**config.mk**
```make
export PLATFORM = sky130hd
export DESIGN_NAME = sync_length_crc8_frame_receiver_top_flat
export DESIGN_NICKNAME = d
export VERILOG_FILES = /design/src/hdl/scf_pkg.sv /design/src/hdl/scf_if.sv /design/src/hdl/scf_ram.sv /design/src/hdl/scf_crc2.sv /design/src/hdl/sync_length_crc8_frame_receiver_top.sv /design/src/flat_wrapper.sv
export SDC_FILE = /design/constraint.sdc
export NUM_CORES = 1
export LEC_CHECK = 0
export CAP_MARGIN = 20
export CORE_UTILIZATION = 50
export CTS_CLUSTER_DIAMETER = 30
export DETAILED_ROUTE_END_ITERATION = 10
export DONT_BUFFER_PORTS = 1
export GPL_ROUTABILITY_DRIVEN = 0
export PLACE_DENSITY = 0.74
export SYNTH_ARGS = -nofsm -noshare
export SYNTH_HDL_FRONTEND = slang
export SYNTH_SLANG_ARGS = --single-unit
export TNS_END_PERCENT = 1
```
**constraint.sdc**
```tcl
create_clock -name i_clk -period 6.4 [get_ports i_clk]
set_input_delay 0.32 -clock i_clk [delete_from_list [all_inputs] [get_ports i_clk]]
set_output_delay 0.32 -clock i_clk [all_outputs]
set_load 0.02 [all_outputs]
```
**src/hdl/scf_pkg.sv**
```systemverilog
// ----------------------------------------------------------------------------
// scf_pkg
// Types and constants shared by the sync/length/CRC-8 frame receiver.
// ----------------------------------------------------------------------------
`default_nettype none

package scf_pkg;

    localparam int BYTE_W   = 8;
    localparam int STATUS_W = 2;
    localparam int INDEX_W  = 6;
    localparam int CFG_IDX_W = 2;

    typedef logic [BYTE_W-1:0]    t_byte;
    typedef logic [STATUS_W-1:0]  t_status;
    typedef logic [INDEX_W-1:0]   t_index;
    typedef logic [CFG_IDX_W-1:0] t_cfg_idx;

    // result status codes
    localparam t_status ST_PAYLOAD = 2'd0;
    localparam t_status ST_EMPTY   = 2'd1;
    localparam t_status ST_CRC_ERR = 2'd2;

    // configuration register indexes
    localparam t_cfg_idx CFG_SYNC_A   = 2'd0;
    localparam t_cfg_idx CFG_SYNC_B   = 2'd1;
    localparam t_cfg_idx CFG_CRC_POLY = 2'd2;

    // configuration reset values
    localparam t_byte RST_SYNC_A   = 8'd200;
    localparam t_byte RST_SYNC_B   = 8'd238;
    localparam t_byte RST_CRC_POLY = 8'd213;

    localparam t_byte CRC_TOP = 8'h80;
    localparam t_byte MIN_LEN = 8'd2;

    // request to and response from the digit-serial CRC unit
    typedef struct packed {
        logic  start;
        t_byte crc;
        t_byte data;
    } t_crc_req;

    typedef struct packed {
        logic  done;
        t_byte crc;
    } t_crc_rsp;

endpackage

`default_nettype wire

```
**src/hdl/scf_if.sv**
```systemverilog
// ----------------------------------------------------------------------------
// scf_if
// Valid/ready channels: received bytes in, frame results out.
// ----------------------------------------------------------------------------
`default_nettype none

interface scf_in_if import scf_pkg::*; ();
    logic  valid;
    logic  ready;
    t_byte rx_byte;

    modport source (output valid, output rx_byte, input ready);
    modport sink   (input valid, input rx_byte, output ready);
endinterface

interface scf_out_if import scf_pkg::*; ();
    logic    valid;
    logic    ready;
    t_status status;
    t_byte   frame_type;
    t_byte   data_byte;
    t_index  byte_index;
    logic    last;

    modport source (output valid, output status, output frame_type, output data_byte,
                    output byte_index, output last, input ready);
    modport sink   (input valid, input status, input frame_type, input data_byte,
                    input byte_index, input last, output ready);
endinterface

`default_nettype wire

```
**src/hdl/scf_ram.sv**
```systemverilog
// ----------------------------------------------------------------------------
// scf_ram
// Generic single-write, single-read RAM with registered read data.
// ----------------------------------------------------------------------------
`default_nettype none

module scf_ram #(
    parameter int WIDTH = 8,
    parameter int DEPTH = 64
) (
    input  wire logic                     i_clk,
    input  wire logic                     i_we,
    input  wire logic [$clog2(DEPTH)-1:0] i_waddr,
    input  wire logic [WIDTH-1:0]         i_wdata,
    input  wire logic [$clog2(DEPTH)-1:0] i_raddr,
    output      logic [WIDTH-1:0]         o_rdata
);

    logic [WIDTH-1:0] r_mem [DEPTH];
    logic [WIDTH-1:0] r_rdata;

    always_ff @(posedge i_clk) begin
        if (i_we) begin
            r_mem[i_waddr] <= i_wdata;
        end
        r_rdata <= r_mem[i_raddr];
    end

    assign o_rdata = r_rdata;

endmodule

`default_nettype wire

```
**src/hdl/scf_crc2.sv**
```systemverilog
// ----------------------------------------------------------------------------
// scf_crc2
// Digit-serial CRC-8, MSB first, two bits per cycle.
// ----------------------------------------------------------------------------
`default_nettype none

module scf_crc2 import scf_pkg::*; (
    input  wire logic     i_clk,
    input  wire logic     i_rst_n,
    input  wire t_byte    i_poly,
    input  wire t_crc_req i_req,
    output      t_crc_rsp o_rsp
);

    logic       r_busy;
    logic       r_done;
    logic [1:0] r_cnt;
    t_byte      r_c;

    function automatic t_byte crc_bit(input t_byte c, input t_byte poly);
        t_byte sh;
        sh = {c[BYTE_W-2:0], 1'b0};
        return ((c & CRC_TOP) != '0) ? (sh ^ poly) : sh;
    endfunction

    always_ff @(posedge i_clk) begin
        if (!i_rst_n) begin
            r_busy <= 1'b0;
            r_done <= 1'b0;
            r_cnt  <= '0;
        end else begin
            r_done <= 1'b0;
            if (i_req.start) begin
                r_busy <= 1'b1;
                r_cnt  <= 2'd3;
            end else if (r_busy) begin
                r_cnt <= r_cnt - 2'd1;
                if (r_cnt == 2'd0) begin
                    r_busy <= 1'b0;
                    r_done <= 1'b1;
                end
            end
        end
    end

    // data path: load the byte into the remainder, then two shift steps a cycle
    always_ff @(posedge i_clk) begin
        if (i_req.start) begin
            r_c <= i_req.crc ^ i_req.data;
        end else if (r_busy) begin
            r_c <= crc_bit(crc_bit(r_c, i_poly), i_poly);
        end
    end

    assign o_rsp.done = r_done;
    assign o_rsp.crc  = r_c;

endmodule

`default_nettype wire

```
**src/hdl/sync_length_crc8_frame_receiver_top.sv**
```systemverilog
// ----------------------------------------------------------------------------
// sync_length_crc8_frame_receiver_top
// Hunts for a sync byte, stores length, type, payload and CRC bytes, checks
// the CRC-8 and delivers the payload as a run of result words.
// ----------------------------------------------------------------------------
// One received byte is one input word. A byte while hunting, and the length
// byte, leave the block ready. Every later byte goes to the two-bit-per-cycle
// CRC unit; input waits until it reports done. At the frame's final byte the
// block emits one result (empty frame or CRC error) or drains the payload from
// the frame RAM via S_RD, S_LOAD and S_OUT per result word, S_OUT holding
// while the output stalls; input also waits during the drain. FRAME_BYTES sets
// the frame RAM depth; a frame whose length byte calls for more than
// FRAME_BYTES bytes in total is dropped, as is one whose length is below two.
// Registers (index 0: sync byte A, 1: sync byte B, 2: CRC polynomial) must be
// written only while the block is idle; the block does not enforce this.
// ----------------------------------------------------------------------------
`default_nettype none

module sync_length_crc8_frame_receiver_top import scf_pkg::*; #(
    parameter int FRAME_BYTES = 64
) (
    input  wire logic     i_clk,
    input  wire logic     i_rst_n,
    input  wire logic     i_cfg_we,
    input  wire t_cfg_idx i_cfg_idx,
    input  wire t_byte    i_cfg_data,
    scf_in_if.sink        i_rx_ch,
    scf_out_if.source     o_res_ch
);

    localparam int WP_W = $clog2(FRAME_BYTES + 1);
    localparam int AW   = $clog2(FRAME_BYTES);

    typedef enum logic [2:0] {
        S_IDLE,
        S_CRC,
        S_RD,
        S_LOAD,
        S_OUT
    } t_state;

    t_state          r_state, n_state;
    t_byte           r_sync_a, r_sync_b, r_poly;
    logic            r_in_frame, n_in_frame;
    logic [WP_W-1:0] r_wp, n_wp;
    t_byte           r_len, n_len;
    t_byte           r_type, n_type;
    t_byte           r_crc, n_crc;
    logic [AW-1:0]   r_rd_pos, n_rd_pos;
    logic [WP_W-1:0] r_left, n_left;
    t_status         r_status, n_status;
    t_byte           r_data, n_data;
    t_index          r_idx, n_idx;
    logic            r_last, n_last;

    logic            rx_fire;
    logic            res_fire;
    t_byte           rx_b;
    t_byte           ram_rdata;
    t_crc_req        crc_req;
    t_crc_rsp        crc_rsp;
    logic [8:0]      frame_end;
    logic [WP_W-1:0] pay_cnt;

    assign rx_b     = i_rx_ch.rx_byte;
    assign rx_fire  = i_rx_ch.valid && i_rx_ch.ready;
    assign res_fire = o_res_ch.valid && o_res_ch.ready;

    assign frame_end = {1'b0, r_len} + {1'b0, MIN_LEN};
    assign pay_cnt   = WP_W'(r_len - MIN_LEN);

    assign crc_req.start = rx_fire && r_in_frame && (r_wp != WP_W'(1));
    assign crc_req.crc   = r_crc;
    assign crc_req.data  = rx_b;

    scf_crc2 u_crc (
        .i_clk   (i_clk),
        .i_rst_n (i_rst_n),
        .i_poly  (r_poly),
        .i_req   (crc_req),
        .o_rsp   (crc_rsp)
    );

    scf_ram #(
        .WIDTH (BYTE_W),
        .DEPTH (FRAME_BYTES)
    ) u_store (
        .i_clk   (i_clk),
        .i_we    (rx_fire && r_in_frame),
        .i_waddr (r_wp[AW-1:0]),
        .i_wdata (rx_b),
        .i_raddr (r_rd_pos),
        .o_rdata (ram_rdata)
    );

    always_comb begin
        n_state    = r_state;
        n_in_frame = r_in_frame;
        n_wp       = r_wp;
        n_len      = r_len;
        n_type     = r_type;
        n_crc      = r_crc;
        n_rd_pos   = r_rd_pos;
        n_left     = r_left;
        n_status   = r_status;
        n_data     = r_data;
        n_idx      = r_idx;
        n_last     = r_last;
        case (r_state)
            S_IDLE: begin
                if (rx_fire) begin
                    if (!r_in_frame) begin
                        if (rx_b == r_sync_a || rx_b == r_sync_b) begin
                            n_in_frame = 1'b1;
                            n_wp       = WP_W'(1);
                            n_crc      = '0;
                        end
                    end else if (r_wp == WP_W'(1)) begin
                        n_len = rx_b;
                        if (rx_b < MIN_LEN) begin
                            n_in_frame = 1'b0;
                            n_wp       = '0;
                        end else begin
                            n_wp = r_wp + WP_W'(1);
                        end
                    end else begin
                        if (r_wp == WP_W'(2)) begin
                            n_type = rx_b;
                        end
                        n_wp    = r_wp + WP_W'(1);
                        n_state = S_CRC;
                    end
                end
            end
            S_CRC: begin
                if (crc_rsp.done) begin
                    n_crc   = crc_rsp.crc;
                    n_state = S_IDLE;
                    if (9'(r_wp) == frame_end) begin
                        n_in_frame = 1'b0;
                        n_wp       = '0;
                        n_data     = '0;
                        n_idx      = '0;
                        n_last     = 1'b1;
                        if (crc_rsp.crc != '0) begin
                            n_status = ST_CRC_ERR;
                            n_state  = S_OUT;
                        end else if (r_len == MIN_LEN) begin
                            n_status = ST_EMPTY;
                            n_state  = S_OUT;
                        end else begin
                            // payload starts after sync, length and type
                            n_status = ST_PAYLOAD;
                            n_rd_pos = AW'(3);
                            n_left   = pay_cnt - WP_W'(1);
                            n_state  = S_RD;
                        end
                    end else if (r_wp >= WP_W'(FRAME_BYTES)) begin
                        n_in_frame = 1'b0;
                        n_wp       = '0;
                    end
                end
            end
            S_RD: begin
                n_state = S_LOAD;
            end
            S_LOAD: begin
                n_data  = ram_rdata;
                n_last  = (r_left == '0);
                n_state = S_OUT;
            end
            S_OUT: begin
                if (res_fire) begin
                    if (r_last) begin
                        n_state = S_IDLE;
                    end else begin
                        n_idx    = r_idx + INDEX_W'(1);
                        n_rd_pos = r_rd_pos + AW'(1);
                        n_left   = r_left - WP_W'(1);
                        n_state  = S_RD;
                    end
                end
            end
            default: begin
                n_state = S_IDLE;
            end
        endcase
    end

    always_ff @(posedge i_clk) begin
        if (!i_rst_n) begin
            r_state    <= S_IDLE;
            r_in_frame <= 1'b0;
            r_wp       <= '0;
            r_crc      <= '0;
            r_sync_a   <= RST_SYNC_A;
            r_sync_b   <= RST_SYNC_B;
            r_poly     <= RST_CRC_POLY;
        end else begin
            r_state    <= n_state;
            r_in_frame <= n_in_frame;
            r_wp       <= n_wp;
            r_crc      <= n_crc;
            if (i_cfg_we) begin
                case (i_cfg_idx)
                    CFG_SYNC_A:   r_sync_a <= i_cfg_data;
                    CFG_SYNC_B:   r_sync_b <= i_cfg_data;
                    CFG_CRC_POLY: r_poly   <= i_cfg_data;
                    default: begin
                    end
                endcase
            end
        end
    end

    always_ff @(posedge i_clk) begin
        r_len    <= n_len;
        r_type   <= n_type;
        r_rd_pos <= n_rd_pos;
        r_left   <= n_left;
        r_status <= n_status;
        r_data   <= n_data;
        r_idx    <= n_idx;
        r_last   <= n_last;
    end

    assign i_rx_ch.ready       = (r_state == S_IDLE);
    assign o_res_ch.valid      = (r_state == S_OUT);
    assign o_res_ch.status     = r_status;
    assign o_res_ch.frame_type = r_type;
    assign o_res_ch.data_byte  = r_data;
    assign o_res_ch.byte_index = r_idx;
    assign o_res_ch.last       = r_last;

    a_no_input_while_result : assert property (@(posedge i_clk) disable iff (!i_rst_n)
        o_res_ch.valid |-> !i_rx_ch.ready)
        else $error("input ready while a result is pending");

    a_single_result_shape : assert property (@(posedge i_clk) disable iff (!i_rst_n)
        (o_res_ch.valid && o_res_ch.status != ST_PAYLOAD) |->
        (o_res_ch.last && o_res_ch.data_byte == '0 && o_res_ch.byte_index == '0))
        else $error("empty or error result is malformed");

    a_wp_in_range : assert property (@(posedge i_clk) disable iff (!i_rst_n)
        r_wp <= WP_W'(FRAME_BYTES))
        else $error("write position beyond frame store");

    a_hunt_wp_zero : assert property (@(posedge i_clk) disable iff (!i_rst_n)
        !r_in_frame |-> (r_wp == '0))
        else $error("write position not cleared while hunting");

    a_crc_done_in_wait : assert property (@(posedge i_clk) disable iff (!i_rst_n)
        crc_rsp.done |-> (r_state == S_CRC))
        else $error("CRC unit finished outside its wait state");

endmodule

`default_nettype wire

```
**src/flat_wrapper.sv**
```systemverilog
// flat-port wrapper written by rule: the top's interface ports become plain ports
module sync_length_crc8_frame_receiver_top_flat import scf_pkg::*;
#(
    parameter int FRAME_BYTES = 64
)
  (i_clk, i_rst_n, i_cfg_we, i_cfg_idx, i_cfg_data, i_rx_ch_valid, i_rx_ch_rx_byte, i_rx_ch_ready, o_res_ch_valid, o_res_ch_status, o_res_ch_frame_type, o_res_ch_data_byte, o_res_ch_byte_index, o_res_ch_last, o_res_ch_ready);
  scf_in_if i_rx_ch_i ();
  scf_out_if o_res_ch_i ();
  input  wire logic i_clk;
  input  wire logic i_rst_n;
  input  wire logic i_cfg_we;
  input  wire t_cfg_idx i_cfg_idx;
  input  wire t_byte i_cfg_data;
  input wire logic [$bits(i_rx_ch_i.valid)-1:0] i_rx_ch_valid;
  input wire logic [$bits(i_rx_ch_i.rx_byte)-1:0] i_rx_ch_rx_byte;
  output wire logic [$bits(i_rx_ch_i.ready)-1:0] i_rx_ch_ready;
  output wire logic [$bits(o_res_ch_i.valid)-1:0] o_res_ch_valid;
  output wire logic [$bits(o_res_ch_i.status)-1:0] o_res_ch_status;
  output wire logic [$bits(o_res_ch_i.frame_type)-1:0] o_res_ch_frame_type;
  output wire logic [$bits(o_res_ch_i.data_byte)-1:0] o_res_ch_data_byte;
  output wire logic [$bits(o_res_ch_i.byte_index)-1:0] o_res_ch_byte_index;
  output wire logic [$bits(o_res_ch_i.last)-1:0] o_res_ch_last;
  input wire logic [$bits(o_res_ch_i.ready)-1:0] o_res_ch_ready;
  assign i_rx_ch_i.valid = i_rx_ch_valid;
  assign i_rx_ch_i.rx_byte = i_rx_ch_rx_byte;
  assign i_rx_ch_ready = i_rx_ch_i.ready;
  assign o_res_ch_valid = o_res_ch_i.valid;
  assign o_res_ch_status = o_res_ch_i.status;
  assign o_res_ch_frame_type = o_res_ch_i.frame_type;
  assign o_res_ch_data_byte = o_res_ch_i.data_byte;
  assign o_res_ch_byte_index = o_res_ch_i.byte_index;
  assign o_res_ch_last = o_res_ch_i.last;
  assign o_res_ch_i.ready = o_res_ch_ready;
  sync_length_crc8_frame_receiver_top #(.FRAME_BYTES(FRAME_BYTES)) u_core (.i_clk(i_clk), .i_rst_n(i_rst_n), .i_cfg_we(i_cfg_we), .i_cfg_idx(i_cfg_idx), .i_cfg_data(i_cfg_data), .i_rx_ch(i_rx_ch_i), .o_res_ch(o_res_ch_i));
endmodule
```
# Word level (Yosys, flattened, before mapping)
# Memories as Yosys holds them, arrays and structs flattened. A register that Yosys moved wholly into a read port is not among the register bits.
# Index checks and enable logic that the tools add are counted.
# classes
muxes	71
n_eq_ne	26
n_reduce_logical	28
bitwise_logic	6
n_lt_le_gt_ge	2
n_addsub	8
# op_table
operator	n
7-bit two-way mux	14
8-bit two-way mux	10
6-bit two-way mux	10
8-bit case mux with 2 select lines	2
7-bit case mux with 2 select lines	2
5-bit AND reduction	5
3-bit two-way mux	8
6-bit case mux with 2 select lines	2
8-bit bitwise XOR	3
2-bit != test (second input constant)	10
1-bit two-way mux	17
8-bit == test	2
3-bit case mux with 5 select lines	1
7-bit by 1-bit subtractor with 7-bit output (second input constant)	2
6-bit by 1-bit adder with 6-bit output (second input constant)	2
8-bit by 2-bit adder with 9-bit output (second input constant)	1
7-bit by 9-bit == test with 1-bit output	1
8-bit by 2-bit == test with 1-bit output (second input constant)	1
8-bit by 2-bit less-than comparator with 1-bit output (second input constant)	1
4-bit AND reduction	2
2-bit nonzero test	4
8-bit nonzero test	1
7-bit by 1-bit adder with 7-bit output (second input constant)	1
7-bit by 1-bit == test with 1-bit output (second input constant)	1
25 further kinds	38
# word_totals
register_bits	101
input_bits	23
elab_cells	161
ram_bits	512
memories	1
output_inout_bits	27
# memory_table
memory	words	word_bits	rd	rd_ports_with_merged_regs	wr	line_no	source
u_core.u_store.r_mem	64	8	1	1	1	scf_ram.sv:19	logic [WIDTH-1:0] r_mem [DEPTH];

# Logic depth before layout (Yosys ltp)
# Gate-level depths: netlist of the first run.
# depth
word_depth	7
ltp_mapped	9
depth_no_buf	8

# By module
# Synthesis of the first run repeated with hierarchy kept, for this count alone.
# hier_totals
cells_unflattened	1547
area_unflattened_um2	25817.3
# by_module_without_submodules
mod	cells_per_inst	area_each_um2	n_inst	seq_area_each_um2
scf_ram	972	20190.6	1	15534.9
sync_length_crc8_frame_receiver_top	448	4499.3	1	2242.2
scf_crc2	127	1127.3	1	320.3

# Least setup slack after synthesis of the first run
# OpenSTA, ideal clock, no wires.
# synth_timing
path_kind	reg2reg
startpoint	reg u_core.r_len[1]
endpoint	reg u_core.r_left[0], enable pin
arrival_time_ns	2.616
period_less_slack_ns	3.005
path_stages_with_launch	8
setup_ns	0.389
path_buffers	0
setup_slack_ns	3.395
required_ns	6.011
cell_sequence	edfxtp_1 > ha_1 > o21ba_1 > a221o_1 > a2bb2o_2 > and3b_1 > nand2_1 > a22oi_1
# synth_via
elab_chain_cells	4
elab_cells_between_ends	6
classes_between	add/sub: 1; eq/ne: 4; reduce/logical: 1
# synth_lines
item	line_no	source
start: declaration	sync_length_crc8_frame_receiver_top.sv:46	t_byte r_len, n_len;
start signal: assignment	sync_length_crc8_frame_receiver_top.sv:217	r_len <= n_len;
8-bit by 2-bit adder with 9-bit output	sync_length_crc8_frame_receiver_top.sv:69	assign frame_end = {1'b0, r_len} + {1'b0, MIN_LEN};
7-bit by 9-bit == test with 1-bit output	sync_length_crc8_frame_receiver_top.sv:139	if (9'(r_wp) == frame_end) begin
2-bit by 1-bit != test with 1-bit output (no source line)	-	
7-bit AND reduction (no source line) (*)	-	
end signal: assignment	sync_length_crc8_frame_receiver_top.sv:220	r_left <= n_left;
end: declaration	sync_length_crc8_frame_receiver_top.sv:50	logic [WP_W-1:0] r_left, n_left;
# Mark *: on every way between the ends. The rest lies on a longest branch, timed or not.
# A chain may end at the register's enable or synchronous reset.

==> summary.md, run 1 <==
| Metric | Value |
|---|---|
| Top post-synthesis cells by count | 566 x edfxtp_1, 160 x mux4_2, 114 x nor2_1 |
| Slew headroom | 0.232 |
| Initial DRC count | between 1000 and 1500 |
| TritonCTS Buffers | 106 |
| Hold Crit Endpoint | u_core.u_store.r_mem[27][3]$_DFFE_PP_ |
| DIE WIDTH | ~230 µm |
| Die Y | 226 µm |
| Max-cap violations | 0 |
| Async SR Flop Fraction | 0 |
| Setup TNS | 0 ns |
| Compound-Gate Fraction of Synth Area | 0.0194 |
| Final hold vios | 0 |
| TritonCTS clock tree | yes |
| RSZ-0062 raised after global routing | false |
| Synth area leaders | edfxtp_1 68%, mux4_2 14%, dfxtp_1 4.4%, nor2_1 1.7%, xor2_1 1.4% |
| Final period util | 0.490 |
| Clock skew | 0.0266 ns |
| Filler cell count | 3398 |
| VDD IR max | 0.246 mV |
| Mean Syn Cell Area | 18.4 µm² |
| Adder-Cell Fraction of Synth Area | 0.00600 |
| Cell area power density | 343 mW/mm² |
| Starting Density | 0.509 |
| Post-route setup slack | 3.27 ns |
| Clk slew on worst S/H paths | 0.06 ns |
| Syn. warnings | 0 |
| FF+latch count, synth | 621 |
| Detailed Routing Iterations Pass 1 | 6 |
| Routed via count | 13300 |
| Vias in the first global route | 13400 |
| H-tree Lvls | 3 |
| Layout area overhead | 18.6% |
| Crit path launch type | flop |
| N_diodes | 0 |
| Post-Syn Nets | approximately 1400 |
| WL/cell | 26.6 µm |
| Root Buffer | clkbuf_16 |
| CP Capture Type | flop |
| Peak Freq | around 320 MHz |
| Count of different cell masters after synthesis | 61 |
| Tightest Pin Transition | 1.15 ns |
| Clock buffer depth | 3 |
| DRC | 0 |
| Syn Inst Count | 1364 |
| Setup WS pre-CTS | 3.30 ns |
| Core Area | a little under 0.05 mm² |
| Mapped Area | 0.0250 mm² |
| R2R Path End | u_core.u_store.o_rdata[6]$_DFF_P_ |
| Final Max Slew Viols | 0 |
| Antenna violations before repair | 0 |
| Status | completed |
| CTS sink cnt | 621 |
| Worst r2r src | u_core.r_rd_pos[1]$_SDFFCE_PN1P_ |
| Most common cell in the netlist | edfxtp_1 |
| Leading area contributor after synthesis | edfxtp_1 |
| Yosys top cell area share | 0.679 |
| # port buffers | 0 |
| Final HPWL DP | 30.1 mm |
| Reg2Reg Setup Slack | around 3.3 ns |
| Postcts setup bufs | 0 |
| Antenna viol nets, final | 0 |
| Hold Crit Start | i_rx_ch_rx_byte[3] |
| Main combinational cell family by area after synthesis | multiplexers |
| Global-route wire length before repair | 86.0 mm |
| DP Area | roughly 0.026 mm² |
| WL final | 58.5 mm |
| WP data arrival | roughly 3.7 ns |
| Crit Path Max Fanout | 64 |
| Final setup vio count | 0 |
| GR Util All Layers | 0.237 |
| Layout cell share with drive strength beyond 1 | 0.245 |
| Largest net degree at the start of global routing | 131 |
| Post-layout util | 0.604 |
| Final-stage net count | approximately 1500 |
| HP Class | input pin to flop |
| Post-synth EDFFs | 566 |
| Reg2Reg Depth | 5 |
| Final critical-path required period | 3.13 ns |
| XOR/XNOR share of the synthesized area | 0.0233 |
| Hold path depth | 1 |
| Fraction of the mapped netlist area in simple logic gates | 0.0593 |
| WP data required | 6.91 ns |
| Die ar. | 0.0510 mm² |
| Mux cell area share after synthesis | 0.155 |
| GRT overflow | 0 |
| Clk_lat worst skew | around 0.64 ns |
| Final Cell Area | 0.0297 mm² |
| Top FF cell, synth | edfxtp_1 |
| Crit Path Class | flop to flop |
| Core Rows | 81 |
| Pleak | 0.00966 µW |
| Seq/Total Area, Yosys | 0.723 |
| Ports | 50 |
| Routed vias/inst | 6.04 |
[power by group]
| group | leakage, µW | switching, µW | internal (µW) |
|---|---|---|---|
| Combinational | 0.00242 | 87.2 | 42.5 |
| Sequential | 0.00551 | 5.57 | 4430 |
| Clock | 0.00173 | 2050 | 3570 |
[per-stage QoR]
stage                     std cells  power [µW]  hold slack, ns
after global routing           2196       10400          0.0499
after CTS                      2196       10200          0.0216
after floorplan                1364        4550           0.419
after global placement         1965        4550           0.399
final                          2196       10200          0.0461
after detailed placement       1965        4550           0.405
[flip-flops by register name, indices dropped and copies added, names as in the netlist, 3 cells and up]
signal and flops:
u_core.r_left 7, u_core.r_crc 8, u_core.r_len 8, u_core.r_rd_pos 6, u_core.r_poly 8, u_core.u_store.o_rdata 8
u_core.o_res_ch.frame_type 8, u_core.o_res_ch.data_byte 8, u_core.r_wp 7, u_core.r_sync_b 8, u_core.u_store.r_mem 512, u_core.u_crc.r_c 8
u_core.r_sync_a 8, u_core.o_res_ch.byte_index 6, u_core.r_state 3
[routing by layer]
layer	GRT usage	vias up	share of wire
met5	0	-	0
met4	0.0834	0	0.030
met3	0.0657	126	0.093
met2	0.386	685	0.50
met1	0.306	6822	0.38
li1	-	5630	-
[worst max-delay path: stages, from the launching register on]
cell	delay, ns
edfxtp_1	0.65
buf_4	0.84
mux4_2	0.45
mux4_2	0.51
a22oi_1	0.39
nand2_1	0.11
[area by class of cell]
cell class | instances | area (µm²) | share of cell area
Timing Repair Buffer | 38 | 523 | 0.0176
Multi-Input combinational cell | 658 | 6580 | 0.222
Clock buffer | 117 | 2760 | 0.0929
Sequential cell | 621 | 18100 | 0.609
Clock inverter | 84 | 852 | 0.0287
Inverter | 14 | 52.6 | 0.00177
Tap cell | 664 | 831 | 0.0280
[cell families (layout without fill, tap and decap cells)]
group	Yosys count	count (layout)
compound gates	74	74
xor+xnor	65	65
fa+ha+maj	12	12
buf+inv	85	253
flops	621	621
mux	187	187
simple gates	320	320
[repair_timing]
action                                 CTS  global route
resized for setup                        0             0
endpoints found under the hold margin  572             0
hold buffers                            30             0
[worst max-delay path by stage]
stage                                     start                           endpoint
3_3_place_gp   u_core.r_rd_pos[0]$_SDFFCE_PN1P_  u_core.u_store.o_rdata[1]$_DFF_P_
2_1_floorplan         u_core.r_len[1]$_DFFE_PP_         u_core.r_left[0]$_DFFE_PP_
4_1_cts        u_core.r_rd_pos[0]$_SDFFCE_PN1P_  u_core.u_store.o_rdata[1]$_DFF_P_
5_1_grt        u_core.r_rd_pos[0]$_SDFFCE_PN1P_  u_core.u_store.o_rdata[4]$_DFF_P_
6_report       u_core.r_rd_pos[1]$_SDFFCE_PN1P_  u_core.u_store.o_rdata[6]$_DFF_P_
3_5_place_dp   u_core.r_rd_pos[0]$_SDFFCE_PN1P_  u_core.u_store.o_rdata[1]$_DFF_P_
[cell usage in the layout, fill, tap and decap left out, drive strengths merged, types with 14 or more instances in the layout]
cell type    Yosys  routed
xor2            41      41
edfxtp         566     566
mux4           160     160
nor2           114     114
a21oi           26      26
nand2           92      92
inv             12      39
clkinv           2      36
buf             27      17
dfxtp           55      55
mux2i           23      23
o21ai           14      14
dlygate4sd3      0      21
nand3           40      40
xnor2           23      23
clkbuf          44     117
(Power assumes the default switching activity.)
==> run 2: changes to the inputs <==
clock period = 3.1 ns   (was 6.4 ns; I/O delays follow)
==> run 2 against run 1 <==
  * Global-route usage increased by 0.56 points
  * Wire length increased by 1.6%
  * Die area unchanged
  * Worst setup slack got worse by 3.2 ns
  * Sequential share of layout area decreased by 2.2 points
  * Core utilization increased by 2.2 points
  * Clock-buffer cell count increased by 6
  * Clock power increased by 120%
  * Combinational power increased by 130%
  * Total power increased by 110%
  * Fmax increased by 3.9%
  * Largest power group unchanged
==> summary.md, run 2 (same netlist as run 1, synthesis figures left out) <==
| Metric | Value |
|---|---|
| H-tree Lvls | 3 |
| Crit Path Class | flop to flop |
| # port buffers | 0 |
| CP Capture Type | flop |
| Largest register FFs | a little over 500 |
| Starting Density | 0.509 |
| Commonest non-fill, non-tap cell in the layout | edfxtp_1 |
| Final period util | 0.973 |
| GRT overflow | 0 |
| Routed via count | around 14000 |
| Slew headroom | 0.336 |
| Final hold vios | 0 |
| HP Class | input pin to flop |
| Power Total | 21700 µW |
| Clk_lat worst skew | 0.66 ns |
| Final setup vio count | 0 |
| Most flop-heavy register | u_core.u_store.r_mem |
| Tightest Pin Transition | 0.996 ns |
| VDD IR max | 0.421 mV |
| Root Buffer | clkbuf_16 |
| Largest net degree at the start of global routing | 68 |
| DIE WIDTH | 226 µm |
| Max-cap violations | 0 |
| Antenna viol nets, final | 0 |
| Post-cts sizing count | 0 |
| Setup TNS | 0 ns |
| Global-route wire length before repair | 88.6 mm |
| RSZ-0062 raised after global routing | false |
| Slowest stage delay, CP | 0.80 ns |
| Final-stage net count | around 1600 |
| Clk slew on worst S/H paths | 0.05 ns |
| GR Util All Layers | 0.243 |
| Crit Path Max Fanout | 30 |
| Register area | 0.0181 mm² |
| Layout cell share with drive strength beyond 1 | 0.276 |
| CP Cell Sequence | buf_12, buf_12, mux4_2, mux4_2, a22oi_1, nand2_1 |
| WL final | ~59 mm |
| WP data arrival | between 3 and 4 ns |
| Antenna violations before repair | 2 |
| TritonCTS clock tree | yes |
| Initial DRC count | 1398 |
| Die ar. | 0.0510 mm² |
| Core Rows | 81 |
| Peak Freq | 332 MHz |
| Layout area overhead | 23.0% |
| Pleak | 0.0102 µW |
| Slowest-stage cell, CP | edfxtp_1 |
| Crit path launch type | flop |
| DRC | 0 |
| Clock buffer depth | 3 |
| Commonest non-fill, non-tap cells in the layout | 566 x edfxtp_1, 160 x mux4_2, 114 x nor2_1 |
| Status | completed |
| WL/cell | roughly 26 µm |
| Routed vias/inst | a little under 6 |
| Filler cell count | approximately 3300 |
| Die Y | between 200 and 250 µm |
| Final critical-path required period | roughly 3.0 ns |
| Hold_ws | 0.0538 ns |
| Clock skew | 0.0245 ns |
| CP bufs+invs | 2 |
| Core Area | 0.0492 mm² |
| WP data required | 3.62 ns |
| Ports | 50 |
| Final Max Slew Viols | 0 |
| Area of the multi-input gates | 0.00658 mm² |
| Largest delay contributor family on the critical path | multiplexers |
| Detailed Routing Iterations Pass 1 | 8 |
| Cell area power density | 704 mW/mm² |
| TritonCTS Buffers | 106 |
| Final HPWL DP | 31.6 mm |
| CTS sink cnt | 621 |
| Vias in the first global route | 14100 |
-- run 2: worst min-delay path: stages --
cell and delay (ns):
nor3b_1 0.12, buf_4 0.18, mux2i_1 0.13, nor2_1 0.08
-- run 2: cell type report --
cell class / instances / area share
Clock inverter: 75 / 0.0346
Sequential cell: 621 / 0.588
Timing Repair Buffer: 137 / 0.0454
Inverter: 14 / 0.00171
Clock buffer: 123 / 0.0896
Antenna cell: 1 / 0.0000813
Multi-Input combinational cell: 658 / 0.214
Tap cell: 664 / 0.0270
-- run 2: what timing repair did --
item | in CTS | in global routing
endpoints found under the hold margin | 589 | 0
buffers inserted | 0 | 0
hold buffers | 53 | 0
-- run 2: routing by layer --
metal / part of all wire / GRT usage / vias to the layer above / wire (µm)
met5: 0 / 0 / - / 0
met1: 0.38 / 0.309 / 7022 / 22500
met3: 0.092 / 0.0735 / 117 / 5450
met2: 0.50 / 0.392 / 617 / 29500
met4: 0.033 / 0.0930 / 0 / 1940
li1: - / - / 5810 / -
-- run 2: power breakdown --
part | switching (µW) | leakage (µW) | internal (µW)
registers | 11.8 | 0.00551 | 9150
clock network | 4280 | 0.00183 | 7940
logic | 191 | 0.00290 | 102
-- run 2: per-stage QoR --
step,worst slack [ns],utilization,std cells,area [µm²]
after floorplan,0.0950,-,1364,25000
after global placement,0.278,0.535,2041,26300
after detailed placement,0.264,0.535,2041,26300
after CTS,0.169,0.626,2292,30800
after global routing,0.0509,0.626,2292,30800
final,0.0838,0.626,2293,30800
-- run 2: final timing paths --
kind	endpoint	startpoint	slack, ns	depth (start not counted)
setup reg to reg	u_core.u_store.o_rdata[1]$_DFF_P_	u_core.r_rd_pos[1]$_SDFFCE_PN1P_	0.08	6
hold / removal	u_core.r_sync_a[0]$_SDFFE_PN0P_	i_cfg_we	0.05	4
hold reg to reg	u_core.r_poly[5]$_SDFFE_PN0P_	u_core.r_poly[5]$_SDFFE_PN0P_	0.48	2
setup / recovery	u_core.u_store.o_rdata[1]$_DFF_P_	u_core.r_rd_pos[1]$_SDFFCE_PN1P_	0.08	6
